$ cat src/hdl/ccp_pkg.sv
// Shared types, widths and helpers for the centered crop/pad address generator.
// Used by ccp_cell and center_crop_pad_address_gen; no dependencies.
package ccp_pkg;

    localparam int SIZE_W       = 13;
    localparam int COORD_W      = 12;
    localparam int IDX_W        = 48;
    localparam int NUM_REG_AXES = 4;
    localparam int CFG_IDX_W    = 4;

    localparam logic [SIZE_W-1:0] MAX_SIZE = 13'd4096;
    localparam logic [SIZE_W-1:0] SIZE_ONE = 13'd1;

    // Register index bases: input sizes first, then output sizes
    localparam logic [CFG_IDX_W-1:0] REG_IN_SIZE_BASE  = 4'd0;
    localparam logic [CFG_IDX_W-1:0] REG_OUT_SIZE_BASE = 4'd4;

    // Per-axis geometry handed to each cell
    typedef struct packed {
        logic [SIZE_W-1:0]  in_size;
        logic [SIZE_W-1:0]  out_size;
        logic [SIZE_W-1:0]  copy;
        logic [COORD_W-1:0] soff;
        logic [COORD_W-1:0] doff;
    } axis_t;

    // Chain-wide control from the top level
    typedef struct packed {
        logic adv;
        logic accept;
        logic restart;
    } ctl_t;

    // Zero acts as one, anything above the max saturates
    function automatic logic [SIZE_W-1:0] clamp_size(input logic [SIZE_W-1:0] v);
        logic [SIZE_W-1:0] r;
        if (v == '0)
            r = SIZE_ONE;
        else if (v > MAX_SIZE)
            r = MAX_SIZE;
        else
            r = v;
        return r;
    endfunction

    // Copy size and centering offsets from the two sizes of one axis
    function automatic axis_t axis_params(input logic [SIZE_W-1:0] in_size,
                                          input logic [SIZE_W-1:0] out_size);
        axis_t             a;
        logic [SIZE_W-1:0] half;
        a.in_size  = in_size;
        a.out_size = out_size;
        if (in_size > out_size)
        begin
            half   = (in_size - out_size) >> 1;
            a.soff = half[COORD_W-1:0];
            a.doff = '0;
            a.copy = out_size;
        end
        else
        begin
            half   = (out_size - in_size) >> 1;
            a.soff = '0;
            a.doff = half[COORD_W-1:0];
            a.copy = in_size;
        end
        return a;
    endfunction

endpackage

$ cat src/hdl/ccp_cell.sv
// One axis cell: holds that axis's coordinate digit and one stage of the
// index accumulation chain. Depends on ccp_pkg.
module ccp_cell #(
    parameter int RANK = 4,
    parameter int AXIS = 0
) (
    input  logic                                      clk,
    input  logic                                      rst_n,
    input  ccp_pkg::ctl_t                             ctl,
    input  ccp_pkg::axis_t                            axis,
    input  logic                                      carry_in,
    output logic                                      carry_out,
    output logic [ccp_pkg::COORD_W-1:0]               eff_coord,
    input  logic                                      valid_in,
    input  logic [ccp_pkg::IDX_W-1:0]                 si_in,
    input  logic [ccp_pkg::IDX_W-1:0]                 di_in,
    input  logic                                      last_in,
    input  logic [RANK-1:0][ccp_pkg::COORD_W-1:0]     coords_in,
    output logic                                      valid_out,
    output logic [ccp_pkg::IDX_W-1:0]                 si_out,
    output logic [ccp_pkg::IDX_W-1:0]                 di_out,
    output logic                                      last_out,
    output logic [RANK-1:0][ccp_pkg::COORD_W-1:0]     coords_out
);
    import ccp_pkg::*;

    logic [COORD_W-1:0]            coord_reg;
    logic [COORD_W-1:0]            coord_next;
    logic [SIZE_W-1:0]             inc;
    logic                          wrap;

    logic                          valid_reg;
    logic [IDX_W-1:0]              si_reg;
    logic [IDX_W-1:0]              di_reg;
    logic                          last_reg;
    logic [RANK-1:0][COORD_W-1:0]  coords_reg;
    logic [IDX_W-1:0]              si_next;
    logic [IDX_W-1:0]              di_next;
    logic                          last_next;
    logic [COORD_W-1:0]            sel;

    // Counter digit: restart clears before use, carry ripples outward
    assign eff_coord = ctl.restart ? '0 : coord_reg;
    assign inc       = {1'b0, eff_coord} + SIZE_ONE;
    assign wrap      = (inc >= axis.copy);
    assign carry_out = carry_in & wrap;

    always_comb
    begin
        if (!carry_in)
            coord_next = eff_coord;
        else if (wrap)
            coord_next = '0;
        else
            coord_next = inc[COORD_W-1:0];
    end

    always_ff @(posedge clk or negedge rst_n)
    begin
        if (!rst_n)
            coord_reg <= '0;
        else if (ctl.accept)
            coord_reg <= coord_next;
    end

    // Horner step for this axis, wraps mod 2^48
    assign sel       = coords_in[AXIS];
    assign si_next   = si_in * IDX_W'(axis.in_size) + IDX_W'(sel) + IDX_W'(axis.soff);
    assign di_next   = di_in * IDX_W'(axis.out_size) + IDX_W'(sel) + IDX_W'(axis.doff);
    assign last_next = last_in & ({1'b0, sel} == (axis.copy - SIZE_ONE));

    always_ff @(posedge clk or negedge rst_n)
    begin
        if (!rst_n)
            valid_reg <= 1'b0;
        else if (ctl.adv)
            valid_reg <= valid_in;
    end

    always_ff @(posedge clk)
    begin
        if (ctl.adv)
        begin
            si_reg     <= si_next;
            di_reg     <= di_next;
            last_reg   <= last_next;
            coords_reg <= coords_in;
        end
    end

    assign valid_out  = valid_reg;
    assign si_out     = si_reg;
    assign di_out     = di_reg;
    assign last_out   = last_reg;
    assign coords_out = coords_reg;

endmodule

$ cat config.mk
export PLATFORM = sky130hd
export DESIGN_NAME = ccp_cell
export DESIGN_NICKNAME = d
export VERILOG_FILES = /design/src/hdl/ccp_pkg.sv /design/src/hdl/ccp_cell.sv
export SDC_FILE = /design/constraint.sdc
export NUM_CORES = 2
export LEC_CHECK = 0
export ABC_AREA = 0
export BUFFER_PORTS_ARGS = -buffer_cell sky130_fd_sc_hd__buf_2
export CAP_MARGIN = 20
export CORE_MARGIN = 2
export CORE_UTILIZATION = 55
export DETAILED_ROUTE_END_ITERATION = 10
export PLACE_DENSITY = 0.77
export SLEW_MARGIN = 5
export SYNTH_ARGS = -nofsm -noshare
export SYNTH_HDL_FRONTEND = slang
export SYNTH_SLANG_ARGS = --single-unit
$ cat constraint.sdc
create_clock -name clk -period 4 [get_ports clk]
set_input_delay 0.4 -clock clk [delete_from_list [all_inputs] [get_ports clk]]
set_output_delay 0.4 -clock clk [all_outputs]
set_load 0.1 [all_outputs]
==> results.cfg <==
[outcome]
status = complete, but fails checks
violations = setup timing

[grt]
grt_pass1_vias = 34500
overflow = 0
grt_antenna_before_repair = 12
grt_max_degree = 81
grt_pass1_wl_um = 181000
grt_usage_pct = 31.8

[min_path]
hold-path-endpoint = coords_out[22]
holdPathStages = 1
hp-start = coords_in[22]
hold_class = input pin to flip-flop

[die]
die_area_um2 = 73000
boundaryPins = 374
die_h_um = 270
core_area_um2 = 70000
rows = 97
initial_core_util_pct = 55.6
die_w_um = 270

[sta]
slew_headroom_pct = 35.6
worst_pin_slew_ns = 0.966
setup_viol = 83
min_period_ns = 6.22
fmax_ghz = 0.161
post-route-period-util_pct = 156
hold_viol_final = 0
fin_ws_ns = -2.22
maxSlewViolCount = 0
clock_skew_ns = 0.00722
rsz0062_at_grt = yes

[clock_tree]
cts_root_buffer = clkbuf_16
cts_tree = built
clk_pin_slew_worst_paths_ns = 0.10
insertion_delay_ns = 0.50
ctsLongestPathBuffers = 2
htreeDepth = 4
cts_inserted_buffers = 17
cts.sinks = 158

[cells_and_area]
synthToLayoutAreaGrowth_pct = 25.9
nets = 6129
layoutNonFillerInstCount = 5735
final.fill_count = 5020
drive_above_1_share_pct = 27.6

[setup_path]
crit_type = input pin to flip-flop
worstPathCellList = buf_12 -> buf_6 -> and2_4 -> fa_1 -> inv_2 -> fa_1 -> inv_2 -> fa_1 -> fa_2 -> fa_2 -> fa_1 -> ha_4 -> o211a_1 -> or2_4 -> o211ai_1 -> o41ai_2 -> o31a_1 -> o21ai_2 -> o21ai_2 -> nand4_1 -> a21oi_2 -> a31oi_1 -> xnor2_1
arrival_ns = 6.48
worst-path-buf-inv = 4
ff2ff_setup_slack_ns = 0.78
regToRegStartpoint = coord_reg[1]
worstSetupEndpointType = flip-flop
slowest_delay_ns = 0.55
cp-start-kind = input pin
crit_fanout = 6
rr_endpoint = coord_reg[5]
crit_path_frequent_cell = fa_1
cp-startpoint = axis[38]
ff2ff_path_depth = 15
critPathSlowestCell = fa_1
crit_required_ns = 4.26
critPathTopFamily = adder cells

[place]
dp.cells = 5626
dp_hpwl_um = 91300
portBuffers = 373
place_congestion = 0.957

[yosys]
yosys_most_used_dff = edfxtp_1
ys_ff_latch = 158
postSynthAreaPerCell_um2 = 9.82
synthCells = 3965
synth_cell_types = 68
yosys_warnings = 0
synth_nets = 5319
synth_edf_count = 145
async_flop_share_pct = 8.23
synthesis.area_um2 = 39000
synth_seq_area_share_pct = 12.0

[route]
via_count = 31000
drc_errors = 0
wl_per_cell_um = 19.9
via_per_inst = 5.40
routed_wl_um = 114000
ant_nets = 0
drtIter0Drc = 2421
dr.pass1.iters = 6

[run]
max_cap_viol_count = 0
worst register-to-register path: cells and delay by family (launching register included):
family          cells  cell delay (ns)
buf+inv             1             0.17
compound gates      5             0.79
flops               1             0.39
xor+xnor            1             0.22
fa+ha+maj           2             0.46
simple gates        6             1.13
placed cells by master, fill, tap and decap left out, drive strengths merged, types with 17 or more instances in the layout:
master	Yosys	final
xnor2	110	110
xor2	39	39
o21ai	59	59
a21oi	72	72
nand2	645	645
and2	497	497
a21o	53	53
nor2	65	65
nand2b	17	17
inv	675	684
o21a	18	18
fa	908	908
clkbuf	210	17
nor2b	27	27
edfxtp	145	145
nand3	20	20
buf	1	1001
ha	231	231
routing by layer:
metal	vias up	GRT usage [%]	routed length [um]
li1	13600	-	-
met1	15700	40.0	43300
met2	1350	54.0	56800
met3	302	6.20	8930
met4	8	13.3	4900
met5	-	0	49
Yosys cell counts (all sizes together) (39+ instances only):
cell | instances | area share (%)
edfxtp | 145 | 11
fa | 908 | 47
a21oi | 72 | 0.93
inv | 675 | 6.5
xnor2 | 110 | 2.5
nor2 | 65 | 0.63
ha | 231 | 7.4
and2 | 497 | 8.0
xor2 | 39 | 0.88
clkbuf | 210 | 2.0
o21ai | 59 | 0.77
a21o | 53 | 1.0
nand2 | 645 | 6.2
timing repair:
| action | 4_1_cts | 5_1_grt |
|---|---|---|
| resized for setup | 232 | 180 |
| hold endpoints to repair | 13 | 0 |
| hold buffers | 1 | 0 |
| pin swaps | 139 | 102 |
| endpoints found under the setup margin | 85 | 87 |
| setup buffers | 60 | 35 |
worst max path at each step:
stage,cells past startpoint,slack (ns),end
6_report,23,-2.22,di_out[47]
3_5_place_dp,24,-2.90,di_out[47]
2_1_floorplan,25,-2.34,di_out[45]
4_1_cts,23,-2.15,di_out[47]
5_1_grt,23,-2.39,di_out[47]
3_3_place_gp,25,-2.86,di_out[45]
logic make-up (layout without fill, tap and decap cells):
family / after synthesis / in the layout / share of synthesized area (%)
simple gates: 1332 / 1332 / 16.8
compound gates: 299 / 299 / 5.19
xor+xnor: 149 / 149 / 3.35
mux: 2 / 2 / 0.0546
other cells: 0 / 7 / 0
buf+inv: 886 / 1709 / 8.54
fa+ha+maj: 1139 / 1139 / 54.1
flops: 158 / 158 / 12.0
area by class of cell:
type                            instances  area [um2]  share of cell area [%]
Multi-Input combinational cell       2921       32600                    66.4
Tap cell                              940        1180                    2.40
Inverter                              675        2530                    5.17
Clock buffer                           17         425                   0.868
Timing Repair Buffer                 1002        7440                    15.2
Sequential cell                       158        4680                    9.54
Clock inverter                         15         189                   0.385
Antenna cell                            7        17.5                  0.0357
through the flow:
stage	setup TNS, ns	area [um2]	utilization, %	setup WS [ns]	hold WS, ns
after detailed placement	-175.11	46100	65.9	-2.90	0.317
after global routing	-141.77	49000	70.0	-2.39	0.0350
after global placement	-169.33	46100	65.9	-2.86	0.310
after floorplan	-127.69	39700	-	-2.34	0.104
after CTS	-121.15	48100	68.7	-2.15	0.0237
final	-131.11	49000	70.0	-2.22	0.0505
Power is not shown: default switching activity piles up to over one toggle a cycle in this logic, so the estimate is an artifact.
